===== src/design/tcsg_pkg.sv =====
`timescale 1ns / 1ps

package tcsg_pkg;

	// Event kinds carried in the input tuser field.
	localparam logic [1:0] KIND_FRAME = 2'd0;
	localparam logic [1:0] KIND_TICK  = 2'd1;
	localparam logic [1:0] KIND_BUS   = 2'd2;

	// Fault codes.
	localparam logic [2:0] FLT_OK      = 3'd0;
	localparam logic [2:0] FLT_CRC     = 3'd1;
	localparam logic [2:0] FLT_SEND    = 3'd2;
	localparam logic [2:0] FLT_BUS     = 3'd3;
	localparam logic [2:0] FLT_STARTUP = 3'd4;
	localparam logic [2:0] FLT_TIMEOUT = 3'd5;
	localparam logic [2:0] FLT_INVALID = 3'd6;

	// Configuration register indexes.
	localparam logic [2:0] CFG_COMMAND_ADDRESS = 3'd0;
	localparam logic [2:0] CFG_TORQUE_LIMIT    = 3'd1;
	localparam logic [2:0] CFG_RATE_DELTA      = 3'd2;
	localparam logic [2:0] CFG_RATE_INTERVAL   = 3'd3;
	localparam logic [2:0] CFG_TIMEOUT_LIMIT   = 3'd4;

	// Configuration reset values.
	localparam logic [10:0] RST_COMMAND_ADDRESS = 11'h250;
	localparam logic [14:0] RST_TORQUE_LIMIT    = 15'd1500;
	localparam logic [14:0] RST_RATE_DELTA      = 15'd375;
	localparam logic [31:0] RST_RATE_INTERVAL   = 32'd250000;
	localparam logic [7:0]  RST_TIMEOUT_LIMIT   = 8'd10;

	localparam logic [7:0] CRC_INIT = 8'hFF;
	localparam logic [7:0] CRC_POLY = 8'hD5;

	localparam int COUNTER_BITS_DEF = 4;
	localparam int QUEUE_DEPTH_DEF  = 2;

	typedef struct packed {
		logic [10:0] command_address;
		logic [14:0] torque_limit;
		logic [14:0] rate_delta;
		logic [31:0] rate_interval;
		logic [7:0]  timeout_limit;
	} cfg_t;

	// One classified event as it waits between the front and the back end.
	typedef struct packed {
		logic [1:0]         kind;
		logic               id_match;
		logic               crc_ok;
		logic signed [15:0] cmd_a;
		logic signed [15:0] cmd_b;
		logic [7:0]         byte4;
		logic [31:0]        arrival_time;
		logic               mailbox_free;
		logic [11:0]        sensor_a;
		logic [11:0]        sensor_b;
	} entry_t;

	typedef struct packed {
		logic [2:0]         fault_code;
		logic signed [15:0] command_a;
		logic signed [15:0] command_b;
		logic               status_valid;
		logic [47:0]        status_payload;
	} result_t;

	// CRC-8, MSB first, over five bytes; the first byte fed sits in bits 39:32.
	function automatic logic [7:0] crc8_5(input logic [39:0] bytes);
		logic [7:0] c;
		c = CRC_INIT;
		for (int j = 0; j < 5; j++) begin
			c = c ^ bytes[39 - 8 * j -: 8];
			for (int k = 0; k < 8; k++) begin
				c = c[7] ? ({c[6:0], 1'b0} ^ CRC_POLY) : {c[6:0], 1'b0};
			end
		end
		return c;
	endfunction

endpackage


===== src/design/tcsg_front.sv =====
`timescale 1ns / 1ps

// Unpacks an input event, matches the identifier and checks the frame CRC.
module tcsg_front (
	input  logic [1:0]       kind,
	input  logic [10:0]      frame_id,
	input  logic [47:0]      frame_payload,
	input  logic [31:0]      arrival_time,
	input  logic             mailbox_free,
	input  logic [11:0]      sensor_a,
	input  logic [11:0]      sensor_b,
	input  tcsg_pkg::cfg_t   cfg,
	output tcsg_pkg::entry_t entry
);

	logic [7:0] crc_calc;

	// Bytes are fed in the order 4, 3, 2, 1, 0; byte 0 is the top of the payload.
	assign crc_calc = tcsg_pkg::crc8_5({frame_payload[15:8], frame_payload[23:16],
		frame_payload[31:24], frame_payload[39:32], frame_payload[47:40]});

	always_comb begin
		entry.kind         = kind;
		entry.id_match     = (frame_id == cfg.command_address);
		entry.crc_ok       = (crc_calc == frame_payload[7:0]);
		entry.cmd_a        = $signed(frame_payload[47:32]);
		entry.cmd_b        = $signed(frame_payload[31:16]);
		entry.byte4        = frame_payload[15:8];
		entry.arrival_time = arrival_time;
		entry.mailbox_free = mailbox_free;
		entry.sensor_a     = sensor_a;
		entry.sensor_b     = sensor_b;
	end

endmodule


===== src/design/tcsg_queue.sv =====
`timescale 1ns / 1ps

// Small first-in first-out queue of classified events.
module tcsg_queue #(
	parameter int DEPTH = tcsg_pkg::QUEUE_DEPTH_DEF
) (
	input  logic             clk,
	input  logic             arst_n,
	input  logic             push,
	input  tcsg_pkg::entry_t push_entry,
	output logic             not_full,
	input  logic             pop,
	output logic             not_empty,
	output tcsg_pkg::entry_t head
);

	localparam int PW = (DEPTH > 1) ? $clog2(DEPTH) : 1;
	localparam int CW = $clog2(DEPTH + 1);

	tcsg_pkg::entry_t mem_q [DEPTH];
	logic [PW-1:0]    wr_ptr_q;
	logic [PW-1:0]    rd_ptr_q;
	logic [CW-1:0]    count_q;
	logic             do_push;
	logic             do_pop;

	assign not_full  = (count_q != CW'(DEPTH));
	assign not_empty = (count_q != '0);
	assign head      = mem_q[rd_ptr_q];
	assign do_push   = push && not_full;
	assign do_pop    = pop && not_empty;

	always_ff @(posedge clk) begin
		if (do_push) begin
			mem_q[wr_ptr_q] <= push_entry;
		end
	end

	always_ff @(posedge clk or negedge arst_n) begin
		if (!arst_n) begin
			wr_ptr_q <= '0;
			rd_ptr_q <= '0;
			count_q  <= '0;
		end else begin
			if (do_push) begin
				wr_ptr_q <= (wr_ptr_q == PW'(DEPTH - 1)) ? '0 : wr_ptr_q + 1'b1;
			end
			if (do_pop) begin
				rd_ptr_q <= (rd_ptr_q == PW'(DEPTH - 1)) ? '0 : rd_ptr_q + 1'b1;
			end
			if (do_push && !do_pop) begin
				count_q <= count_q + 1'b1;
			end else if (do_pop && !do_push) begin
				count_q <= count_q - 1'b1;
			end
		end
	end

endmodule


===== src/design/tcsg_back.sv =====
`timescale 1ns / 1ps

// Applies one event per cycle to the safety state unless the result stalls; registers the result.
module tcsg_back #(
	parameter int COUNTER_BITS = tcsg_pkg::COUNTER_BITS_DEF
) (
	input  logic              clk,
	input  logic              arst_n,
	input  tcsg_pkg::cfg_t    cfg,
	input  logic              entry_valid,
	input  tcsg_pkg::entry_t  entry,
	output logic              pop,
	output logic              res_valid,
	input  logic              res_ready,
	output tcsg_pkg::result_t res
);

	localparam int CB = COUNTER_BITS;

	logic [2:0]         fault_q, fault_d;
	logic [CB-1:0]      last_ctr_q, last_ctr_d;
	logic [CB-1:0]      stat_ctr_q, stat_ctr_d;
	logic [7:0]         silence_q, silence_d;
	logic signed [15:0] held_a_q, held_a_d;
	logic signed [15:0] held_b_q, held_b_d;
	logic signed [15:0] ref_a_q, ref_a_d;
	logic signed [15:0] ref_b_q, ref_b_d;
	logic [31:0]        ref_time_q, ref_time_d;
	logic               res_valid_q;
	tcsg_pkg::result_t  res_q, res_d;

	logic               en;
	logic [CB-1:0]      idx;
	logic               bad;
	logic               renew;
	logic signed [16:0] lim_pos;
	logic signed [16:0] lim_neg;
	logic signed [16:0] va_x;
	logic signed [16:0] vb_x;
	logic [7:0]         st_b4;
	logic [7:0]         st_crc;

	function automatic logic rate_bad(input logic signed [15:0] v,
			input logic signed [15:0] refv, input logic [14:0] d);
		logic signed [17:0] v_x;
		logic signed [17:0] r_x;
		logic signed [17:0] d_x;
		logic signed [17:0] hi;
		logic signed [17:0] lo;
		v_x = {{2{v[15]}}, v};
		r_x = {{2{refv[15]}}, refv};
		d_x = $signed({3'b000, d});
		hi  = ((r_x > 0) ? r_x : 18'sd0) + d_x;
		lo  = ((r_x < 0) ? r_x : 18'sd0) - d_x;
		return (v_x > hi) || (v_x < lo);
	endfunction

	assign pop       = entry_valid && (!res_valid_q || res_ready);
	assign res_valid = res_valid_q;
	assign res       = res_q;

	assign en      = entry.byte4[7];
	assign idx     = entry.byte4[CB-1:0];
	assign lim_pos = $signed({2'b00, cfg.torque_limit});
	assign lim_neg = -lim_pos;
	assign va_x    = {entry.cmd_a[15], entry.cmd_a};
	assign vb_x    = {entry.cmd_b[15], entry.cmd_b};
	assign bad     = (va_x > lim_pos) || (va_x < lim_neg) || (vb_x > lim_pos)
		|| (vb_x < lim_neg) || rate_bad(entry.cmd_a, ref_a_q, cfg.rate_delta)
		|| rate_bad(entry.cmd_b, ref_b_q, cfg.rate_delta);
	assign renew   = ((entry.arrival_time - ref_time_q) > cfg.rate_interval);

	// The status frame carries the fault as it stood before the tick.
	assign st_b4  = 8'({fault_q, 4'b0000}) | 8'(stat_ctr_q);
	assign st_crc = tcsg_pkg::crc8_5({st_b4, entry.sensor_b[7:0], 4'b0000,
		entry.sensor_b[11:8], entry.sensor_a[7:0], 4'b0000, entry.sensor_a[11:8]});

	always_comb begin
		fault_d    = fault_q;
		last_ctr_d = last_ctr_q;
		stat_ctr_d = stat_ctr_q;
		silence_d  = silence_q;
		held_a_d   = held_a_q;
		held_b_d   = held_b_q;
		ref_a_d    = ref_a_q;
		ref_b_d    = ref_b_q;
		ref_time_d = ref_time_q;
		res_d.status_valid   = 1'b0;
		res_d.status_payload = '0;
		case (entry.kind)
			tcsg_pkg::KIND_FRAME: begin
				if (entry.id_match) begin
					if (!entry.crc_ok) begin
						fault_d = tcsg_pkg::FLT_CRC;
					end else begin
						if ((last_ctr_q + 1'b1) == idx) begin
							if (en) begin
								if (renew) begin
									ref_a_d    = entry.cmd_a;
									ref_b_d    = entry.cmd_b;
									ref_time_d = entry.arrival_time;
								end
								if (bad) begin
									ref_a_d    = '0;
									ref_b_d    = '0;
									ref_time_d = entry.arrival_time;
									fault_d    = tcsg_pkg::FLT_INVALID;
								end else begin
									held_a_d = entry.cmd_a;
									held_b_d = entry.cmd_b;
								end
							end else begin
								fault_d  = (entry.cmd_a == 0 && entry.cmd_b == 0) ?
									tcsg_pkg::FLT_OK : tcsg_pkg::FLT_INVALID;
								held_a_d = '0;
								held_b_d = '0;
							end
							silence_d = '0;
						end
						last_ctr_d = idx;
					end
				end
			end
			tcsg_pkg::KIND_TICK: begin
				if (entry.mailbox_free) begin
					res_d.status_valid   = 1'b1;
					res_d.status_payload = {4'b0000, entry.sensor_a, 4'b0000,
						entry.sensor_b, st_b4, st_crc};
					stat_ctr_d = stat_ctr_q + 1'b1;
				end else begin
					fault_d = tcsg_pkg::FLT_SEND;
				end
				if (silence_q == cfg.timeout_limit) begin
					fault_d = tcsg_pkg::FLT_TIMEOUT;
				end else begin
					silence_d = silence_q + 8'd1;
				end
			end
			tcsg_pkg::KIND_BUS: begin
				fault_d = tcsg_pkg::FLT_BUS;
			end
			default: begin
			end
		endcase
		res_d.fault_code = fault_d;
		res_d.command_a  = held_a_d;
		res_d.command_b  = held_b_d;
	end

	always_ff @(posedge clk or negedge arst_n) begin
		if (!arst_n) begin
			fault_q     <= tcsg_pkg::FLT_STARTUP;
			last_ctr_q  <= '0;
			stat_ctr_q  <= '0;
			silence_q   <= '0;
			held_a_q    <= '0;
			held_b_q    <= '0;
			ref_a_q     <= '0;
			ref_b_q     <= '0;
			ref_time_q  <= '0;
			res_valid_q <= 1'b0;
		end else begin
			if (pop) begin
				fault_q    <= fault_d;
				last_ctr_q <= last_ctr_d;
				stat_ctr_q <= stat_ctr_d;
				silence_q  <= silence_d;
				held_a_q   <= held_a_d;
				held_b_q   <= held_b_d;
				ref_a_q    <= ref_a_d;
				ref_b_q    <= ref_b_d;
				ref_time_q <= ref_time_d;
				res_valid_q <= 1'b1;
			end else if (res_ready) begin
				res_valid_q <= 1'b0;
			end
		end
	end

	always_ff @(posedge clk) begin
		if (pop) begin
			res_q <= res_d;
		end
	end

	a_no_pop_while_stalled: assert property (@(posedge clk) disable iff (!arst_n)
		!(res_valid_q && !res_ready && pop))
		else $error("event consumed while the result register is stalled");

	a_bus_sets_fault: assert property (@(posedge clk) disable iff (!arst_n)
		(pop && entry.kind == tcsg_pkg::KIND_BUS) |=>
		(res_valid_q && res_q.fault_code == tcsg_pkg::FLT_BUS))
		else $error("bus error event did not report a bus fault");

	a_status_only_on_tick: assert property (@(posedge clk) disable iff (!arst_n)
		(pop && entry.kind != tcsg_pkg::KIND_TICK) |=> !res_q.status_valid)
		else $error("status frame reported for an event that is not a tick");

	a_status_counter_steps: assert property (@(posedge clk) disable iff (!arst_n)
		(pop && !(entry.kind == tcsg_pkg::KIND_TICK && entry.mailbox_free))
		|=> $stable(stat_ctr_q))
		else $error("status counter moved without a sent status frame");

endmodule


===== src/design/torque_command_safety_gate.sv =====
`timescale 1ns / 1ps

// Torque command safety gate.
// Input stream: one event per transaction. s_tuser holds the event kind (frame,
// transmit tick or bus error); s_tdata holds the frame identifier and payload,
// the arrival timestamp, the mailbox-free flag and both sensor samples.
// Output stream: exactly one result per event, in order. m_tdata holds the fault
// code, the held torque commands and the status frame; m_tuser flags a status
// frame that was sent at a tick.
// The front end classifies an event (identifier match, frame CRC) as it is
// accepted and writes it to a short queue; the back end takes one event a cycle
// from the queue while the result register is not stalled, updates the safety
// state and loads the result register. An event passes through the queue and
// then the result register before m_tvalid rises for it. Throughput is one
// event per cycle while the receiver does not stall. When the receiver stalls,
// the result register holds, the queue fills and s_tready drops once it is
// full. The configuration channel (cfg_valid, cfg_ready, cfg_index, cfg_data)
// is always ready; the user must write it only while idle, as the block does
// not enforce this. Reset clears the queue and the result valid flag, loads the
// configuration defaults and sets the startup fault with all commands at zero.
module torque_command_safety_gate #(
	parameter int COUNTER_BITS = tcsg_pkg::COUNTER_BITS_DEF,
	parameter int QUEUE_DEPTH  = tcsg_pkg::QUEUE_DEPTH_DEF
) (
	input  logic         clk,
	input  logic         arst_n,
	input  logic         s_tvalid,
	output logic         s_tready,
	// s_tdata from bit 0: frame_id, frame_payload, arrival_time, mailbox_free,
	// sensor_a, sensor_b, zero fill.
	input  logic [119:0] s_tdata,
	// s_tuser: kind.
	input  logic [1:0]   s_tuser,
	output logic         m_tvalid,
	input  logic         m_tready,
	// m_tdata from bit 0: fault_code, command_a, command_b, status_payload,
	// zero fill.
	output logic [87:0]  m_tdata,
	// m_tuser: status_valid.
	output logic [0:0]   m_tuser,
	input  logic         cfg_valid,
	output logic         cfg_ready,
	input  logic [2:0]   cfg_index,
	input  logic [31:0]  cfg_data
);

	tcsg_pkg::cfg_t    cfg_q;
	tcsg_pkg::entry_t  front_entry;
	tcsg_pkg::entry_t  head;
	tcsg_pkg::result_t res;
	logic              queue_not_full;
	logic              queue_not_empty;
	logic              pop;

	assign cfg_ready = 1'b1;

	// Configuration registers; writes to an index beyond the list are dropped.
	always_ff @(posedge clk or negedge arst_n) begin
		if (!arst_n) begin
			cfg_q.command_address <= tcsg_pkg::RST_COMMAND_ADDRESS;
			cfg_q.torque_limit    <= tcsg_pkg::RST_TORQUE_LIMIT;
			cfg_q.rate_delta      <= tcsg_pkg::RST_RATE_DELTA;
			cfg_q.rate_interval   <= tcsg_pkg::RST_RATE_INTERVAL;
			cfg_q.timeout_limit   <= tcsg_pkg::RST_TIMEOUT_LIMIT;
		end else if (cfg_valid && cfg_ready) begin
			case (cfg_index)
				tcsg_pkg::CFG_COMMAND_ADDRESS: cfg_q.command_address <= cfg_data[10:0];
				tcsg_pkg::CFG_TORQUE_LIMIT:    cfg_q.torque_limit    <= cfg_data[14:0];
				tcsg_pkg::CFG_RATE_DELTA:      cfg_q.rate_delta      <= cfg_data[14:0];
				tcsg_pkg::CFG_RATE_INTERVAL:   cfg_q.rate_interval   <= cfg_data;
				tcsg_pkg::CFG_TIMEOUT_LIMIT:   cfg_q.timeout_limit   <= cfg_data[7:0];
				default: begin
				end
			endcase
		end
	end

	tcsg_front u_front (
		.kind          (s_tuser),
		.frame_id      (s_tdata[10:0]),
		.frame_payload (s_tdata[58:11]),
		.arrival_time  (s_tdata[90:59]),
		.mailbox_free  (s_tdata[91]),
		.sensor_a      (s_tdata[103:92]),
		.sensor_b      (s_tdata[115:104]),
		.cfg           (cfg_q),
		.entry         (front_entry)
	);

	tcsg_queue #(
		.DEPTH (QUEUE_DEPTH)
	) u_queue (
		.clk        (clk),
		.arst_n     (arst_n),
		.push       (s_tvalid),
		.push_entry (front_entry),
		.not_full   (queue_not_full),
		.pop        (pop),
		.not_empty  (queue_not_empty),
		.head       (head)
	);

	assign s_tready = queue_not_full;

	tcsg_back #(
		.COUNTER_BITS (COUNTER_BITS)
	) u_back (
		.clk         (clk),
		.arst_n      (arst_n),
		.cfg         (cfg_q),
		.entry_valid (queue_not_empty),
		.entry       (head),
		.pop         (pop),
		.res_valid   (m_tvalid),
		.res_ready   (m_tready),
		.res         (res)
	);

	assign m_tdata = {5'b00000, res.status_payload, res.command_b, res.command_a,
		res.fault_code};
	assign m_tuser = res.status_valid;

endmodule


===== config.mk =====
export PLATFORM = sky130hd
export DESIGN_NAME = torque_command_safety_gate
export DESIGN_NICKNAME = d
export VERILOG_FILES = /design/src/design/tcsg_pkg.sv /design/src/design/tcsg_front.sv /design/src/design/tcsg_queue.sv /design/src/design/tcsg_back.sv /design/src/design/torque_command_safety_gate.sv
export SDC_FILE = /design/constraint.sdc
export NUM_CORES = 1
export LEC_CHECK = 0
export ABC_CLOCK_PERIOD_IN_PS = 10400
export CAP_MARGIN = 15
export CORE_AREA = 2 2 213 215
export DETAILED_ROUTE_END_ITERATION = 12
export DIE_AREA = 0 0 215 217
export DONT_BUFFER_PORTS = 1
export PLACE_DENSITY = 0.8
export SYNTH_ARGS = -nofsm -noshare
export SYNTH_HDL_FRONTEND = slang
export SYNTH_SLANG_ARGS = --single-unit
export TNS_END_PERCENT = 30

===== constraint.sdc =====
create_clock -name clk -period 10.4 [get_ports clk]
set_input_delay 1.04 -clock clk [delete_from_list [all_inputs] [get_ports clk]]
set_output_delay 1.04 -clock clk [all_outputs]
set_load 0.1 [all_outputs]

After elaboration in Yosys (flattened, before gate mapping)
Memory sizes are Yosys's and may differ from the RTL's.
Cells that the tools add are included.
Word-level totals
  logic and storage cells: 320
  bits in writable memories: 202
  register bits: 285
  output and inout bits: 92
  memories: 1
  input bits: 162
Cells by class
  order comparisons: 13
  equal/unequal tests: 15
  $add $sub $neg: 13
  reduce and logical (&&, ||, !) cells: 37
  bitwise gates (word level): 91
  multiplexer cells: 125
Memory list
  u_queue.mem_q: words 2, width 101, rd ports 1, clocked after memory_dff 0, wr ports 1, RTL line tcsg_queue.sv:20  | tcsg_pkg::entry_t mem_q [DEPTH];
Operator list (number)
  $mux 8: 84
  $not 5->5: 80
  $mux 16: 16
  $mux 18: 4
  $logic_not 32->1: 2
  $mux 32: 2
  $mux 49: 1
  $xor 8x8->8: 6
  $add 18x16->18: 2
  $gt 16x18->1: 2
  $lt 16x18->1: 2
  $sub 18x16->18: 2
  $lt 16x17->1: 2
  $gt 16x1->1 const B: 2
  $gt 16x16->1: 2
  $gt 32x32->1: 1
  $lt 16x1->1 const B: 2
  $sub 32x32->32: 1
  $mux 3: 8
  $neg 15->17: 1
  $eq 8x8->1: 2
  $not 8->8: 2
  $pmux 8 s2: 1
  $xor 8x4->8: 2
  other kinds (29): 65

Logic depth before layout (Yosys ltp)
  depth in word-level cells: 87
  mapped depth: 43

Modules after synthesis
A second synthesis with hierarchy kept.
Unflattened totals
  cell total of the unflattened synthesis: 2666
  area, all modules: 31029.8 um^2
Modules (own cells, without submodules)
  tcsg_back: area an instance 17779.6 um^2, times used 1, seq. area each 5156.2 um^2, cells each 1923
  tcsg_queue: area an instance 7805.0 um^2, times used 1, seq. area each 6165.9 um^2, cells each 332
  torque_command_safety_gate: area an instance 3218.1 um^2, times used 1, seq. area each 2059.5 um^2, cells each 184
  tcsg_front: area an instance 2227.1 um^2, times used 1, seq. area each 0.0 um^2, cells each 227

Worst setup path before layout
No wires, ideal clock.
  kind: flip-flop to flip-flop
  from: register u_queue.rd_ptr_q
  to: register u_back.ref_time_q[24]
  buffers on the path: 9
  required time: 10275 ps
  period minus slack after synthesis: 8056 ps
  setup slack: 2344 ps
  cell stages (with the launch flop): 43
  arrival: 7932 ps
  setup time: 125 ps
  path through: dfrtp_1 clkbuf_1 buf_2 buf_2 buf_1 buf_1 buf_1 clkbuf_1 mux2i_1 ha_1 inv_1 fa_1 a21o_1 a21oi_1 o21ai_0 a21oi_1 o21ai_0 a21oi_1 [7 not listed] a21oi_1 xor2_1 ha_1 nor2b_1 o21ai_0 nand2b_1 a21oi_1 nor2b_1 o21ai_0 nand2b_1 a21oi_1 o31ai_1 a21oi_1 a31oi_1 o21a_1 buf_2 buf_2 mux2_2
Between the ends
  cells in the longest elaborated chain, start to end: 9
  elaborated cells between the ends (all ways): 24
  those cells by class: add/sub: 1; order compare: 9; eq/ne: 1; mux: 2; reduce/logical: 10; memory: 1
Ends and longest elaborated chain
  from (decl): RTL line tcsg_queue.sv:22  | logic [PW-1:0] rd_ptr_q;
  from (signal assigned): RTL line tcsg_queue.sv:49  | rd_ptr_q <= (rd_ptr_q == PW'(DEPTH - 1)) ? '0 : rd_ptr_q + 1'b1;
  $mem_v2 2x101 (*)
  branches (longest 8 deep; another with $sub 32x32->32)
  to (signal assigned): RTL line tcsg_back.sv:172  | ref_time_q <= ref_time_d;
  to (decl): RTL line tcsg_back.sv:28  | logic [31:0] ref_time_q, ref_time_d;
Mark *: on every way between the ends. The select of a mux whose other input is x is not followed.
A chain may end at the register's enable or synchronous reset.

Final worst setup path
  from: register u_back.ref_b_q[15]
  to: register u_back.ref_b_q[5]
Between the ends
  cells in the longest elaborated chain, start to end: 8
  elaborated cells between the ends (all ways): 13
  those cells by class: add/sub: 2; order compare: 4; mux: 3; reduce/logical: 4
Ends and longest elaborated chain
  from (decl): RTL line tcsg_back.sv:27  | logic signed [15:0] ref_b_q, ref_b_d;
  from (signal assigned): RTL line tcsg_back.sv:171  | ref_b_q <= ref_b_d;
  $gt 16x1->1 / $lt 16x1->1 (equally long branches): RTL line tcsg_back.sv:53, tcsg_back.sv:54
  $mux 18, on equally long branches: RTL line tcsg_back.sv:53, tcsg_back.sv:54
  $add 18x16->18 / $sub 18x16->18 (equally long branches): RTL line tcsg_back.sv:53, tcsg_back.sv:54
  $gt 16x18->1 / $lt 16x18->1 (equally long branches): RTL line tcsg_back.sv:55  | return (v_x > hi) || (v_x < lo);
  $logic_or 1x1->1 (*): RTL line tcsg_back.sv:55
  $logic_or 1x1->1 (*): RTL line tcsg_back.sv:70  | || rate_bad(entry.cmd_b, ref_b_q, cfg.rate_delta);
  $reduce_bool 2->1 (no source line)
  $reduce_and 7->1 (no source line)
Mark *: on every way between the ends. The rest lies on a longest branch, timed or not.

==> qor.csv <==
stage,metric,value,unit
yosys,mean area per synthesized cell,11.5,um^2
die,Top Ports,254,
setup_path,Setup crit start kind,flip-flop,
sta,Slew headroom,0.281,
route,DRT Pass-1 Iters,5,
clock_network,clock tree buffer depth,3,
grt,met2 Use GR,0.503,
clock_network,CTS root buf,clkbuf_16,
yosys,"FF+latch count, synth",472,
yosys,Post-synth EDFFs,271,
clock_network,CTS tree,yes,
clock_network,CTS resizes,0,
sta,Worst Skew,0.0128,ns
route,drt via density,6.04,
hold_path,HP Class,input pin to asynchronous set/reset pin,
yosys,Yosys cell types,67,
yosys,leading register cell type out of synthesis,edfxtp_1,
clock_network,clk sinks,472,
grt,total track usage,0.292,
sta,final hold viol count,0,
job,max_cap viols,0,
route,WL final,67700,um
clock_network,H-tree depth,2,
grt,gr ovfl total,0,
die,area of the core,0.0447,mm^2
grt,busiest grt layer,met2,
die,Die Wd,215,um
layout,synthesis-to-layout area growth,8.68,%
placed_design,GPL Wtd Cong,0.945,
placed_design,I/O Buffers,0,
layout,"Net count, final",2932,
setup_path,CP dominant cell by count,a21oi_1,
clock_network,clock slew at the register clock pins of the worst setup and hold paths,0.06,ns
grt,vias in the first global route,19700,
sta,unrepaired setup endpoints after global routing,no,
route,initial DRC count,1129,
setup_path,Crit Path Class,flip-flop to flip-flop,
route,residual DRC count,0,
setup_path,"Arr. time, crit path",8.29,ns
yosys,Ys Warns,0,
route,Via Count,19000,
layout,# fillers,3206,
placed_design,DP HPWL,49400,um
route,post-route ant nets,0,
grt,met3 Track Usage GR,0.0584,
sta,max-slew violations,0,
clock_network,post-CTS setup repair buffer count,0,
clock_network,total CTS buffers,48,
sta,TNS Setup,0,ns
setup_path,R2R Setup Slk,2.58,ns
grt,met1 Use GR,0.366,
layout,layout cells sized above 1,0.127,
setup_path,Worst setup EP type,flip-flop,
sta,# setup viols final,0,
die,initial cell density of the core,0.636,
yosys,Synth async-reset ratio,0.426,
die,Rows,78,
route,WL per Instance,21.5,um
grt,first-pass GRT wire length,106000,um
yosys,sequential fraction of the synthesis area,0.465,
setup_path,Critical Path RT,10.86,ns
die,die footprint,0.0467,mm^2
die,chip height,217,um
grt,largest net degree at the start of global routing,202,
clock_network,cts hold-fix bufs,0,
sta,achievable clock frequency,128,MHz
outcome,status,"finished, final reports clean",
setup_path,crit path max-delay cell type,dfrtp_1,
sta,fin crit period,7.82,ns
sta,period utilization,0.752,
setup_path,"critical path fanouts, max",64,
layout,# diodes,0,
setup_path,max incr delay on CP,0.96,ns
yosys,Synth Instances,2471,
yosys,cell area after synthesis,0.0284,mm^2
grt,initial antenna violation count,2,
sta,Worst-Margin Slew,1.08,ns
clock_network,worst-skew pair later-pin latency,0.58,ns
placed cells by master, fill, tap and decap left out, types with 6 or more instances in the layout:
cell type	n
clkbuf_1	13
a31oi_1	7
o21a_1	36
xnor2_2	17
or3_1	7
bufinv_16	6
nand4_1	33
buf_4	40
edfxtp_1	271
and4_1	7
o2bb2ai_1	64
mux2i_1	69
nor3_1	21
conb_1	19
and2_1	49
a21o_1	46
inv_1	192
xnor2_1	239
a21oi_1	99
xor2_1	67
nand2b_1	28
a21boi_0	19
nand2_1	94
o31ai_1	7
o21ai_0	114
mux2_2	147
nand3_1	21
and3_1	6
ha_1	260
dfstp_2	27
o21bai_1	21
nor2b_1	45
nor4_1	16
nor2_1	118
dfrtp_1	173
clkbuf_16	48
cell usage after synthesis (all sizes together) (19+ instances only):
cell	instances	share of area
edfxtp	271	0.29
ha	260	0.11
xnor2	256	0.083
inv	193	0.026
dfrtp	174	0.15
mux2	147	0.058
nor2	119	0.016
o21ai	119	0.021
a21oi	99	0.017
nand2	94	0.012
mux2i	69	0.024
xor2	69	0.022
o2bb2ai	64	0.020
and2	49	0.011
a21o	46	0.012
nor2b	45	0.0099
clkbuf	39	0.0052
o21a	37	0.0098
buf	35	0.0070
nand4	33	0.0073
nand2b	28	0.0062
dfstp	27	0.025
nand3	21	0.0037
nor3	21	0.0037
o21bai	21	0.0055
a21boi	19	0.0050
layout make-up:
type	count	area, um^2	area share
Clock buffer	64	1290	0.0418
Clock inverter	24	318	0.0103
Inverter	193	726	0.0235
Multi-Input combinational cell	1749	14300	0.462
Sequential cell	472	13200	0.428
Tap cell	600	751	0.0243
Timing Repair Buffer	41	328	0.0106
per-layer routing:
| metal | vias to the layer above | part of all wire |
|---|---|---|
| met1 | 9394 | 0.41 |
| li1 | 8840 | - |
| met5 | - | 0.00019 |
| met3 | 153 | 0.065 |
| met2 | 583 | 0.49 |
| met4 | 2 | 0.039 |
cell families (layout without fill, tap and decap cells):
| logic type | after synthesis | in the layout | share of synthesized area |
|---|---|---|---|
| DFF | 472 | 472 | 0.465 |
| adders and majority gates | 265 | 265 | 0.118 |
| buffers and inverters | 267 | 322 | 0.0377 |
| muxes | 216 | 216 | 0.0826 |
| other | 2 | 19 | 0.000264 |
| AOI/OAI and AO/OA | 464 | 464 | 0.108 |
| xor gates and xnor gates | 328 | 328 | 0.108 |
| and+or+nand+nor | 457 | 457 | 0.0812 |
flip-flops by register name, summed over array words and instances, names as in the netlist:
name	cells
u_back.held_a_q	16
u_back.ref_b_q	16
u_back.held_b_q	16
u_back.res_valid	1
u_back.ref_time_q	32
cfg_q	81
u_back.stat_ctr_q	4
u_queue.wr_ptr_q	1
u_queue.mem_q	196
u_back.ref_a_q	16
u_back.fault_q	3
u_queue.count_q	2
u_back.res	75
u_queue.rd_ptr_q	1
u_back.silence_q	8
u_back.last_ctr_q	4
through the flow:
stage               area, um^2  worst slack, ns  std cells  hold slack [ns]  utilization
floorplan                28500             2.34       2488            0.457            -
global placement         29200             2.89       3054            0.471        0.654
detailed placement       29200             2.67       3054            0.474        0.654
CTS                      30800             2.57       3142            0.148        0.690
global route             30900             1.93       3143            0.161        0.691
finish                   30900             2.58       3143            0.185        0.691
path summary, 6_finish.rpt:
kind	to	start	cells after the start
max reg2reg	u_back.ref_b_q[5]$_DFFE_PN0P_	u_back.ref_b_q[15]$_DFFE_PN0P_	32
max in group asynchronous	u_back.held_a_q[3]$_DFFE_PN0P_	arst_n	0
min	u_back.res_valid$_DFFE_PN0P_	arst_n	0
max	u_back.ref_b_q[5]$_DFFE_PN0P_	u_back.ref_b_q[15]$_DFFE_PN0P_	32
min reg2reg	u_back.held_a_q[5]$_DFFE_PN0P_	u_back.held_a_q[5]$_DFFE_PN0P_	1
min in group clk	u_back.held_a_q[5]$_DFFE_PN0P_	u_back.held_a_q[5]$_DFFE_PN0P_	1
critical path: cells and delay by family, from the launching register on:
family          cells  cell delay, ns
fa+ha+maj           2            0.61
simple gates        9            1.87
mux                 1            0.41
flops               1            0.96
compound gates     17            3.01
buf+inv             2            0.68
xor+xnor            1            0.11
Power is not shown: default switching activity piles up to over one toggle a cycle in this logic, so the estimate is an artifact.
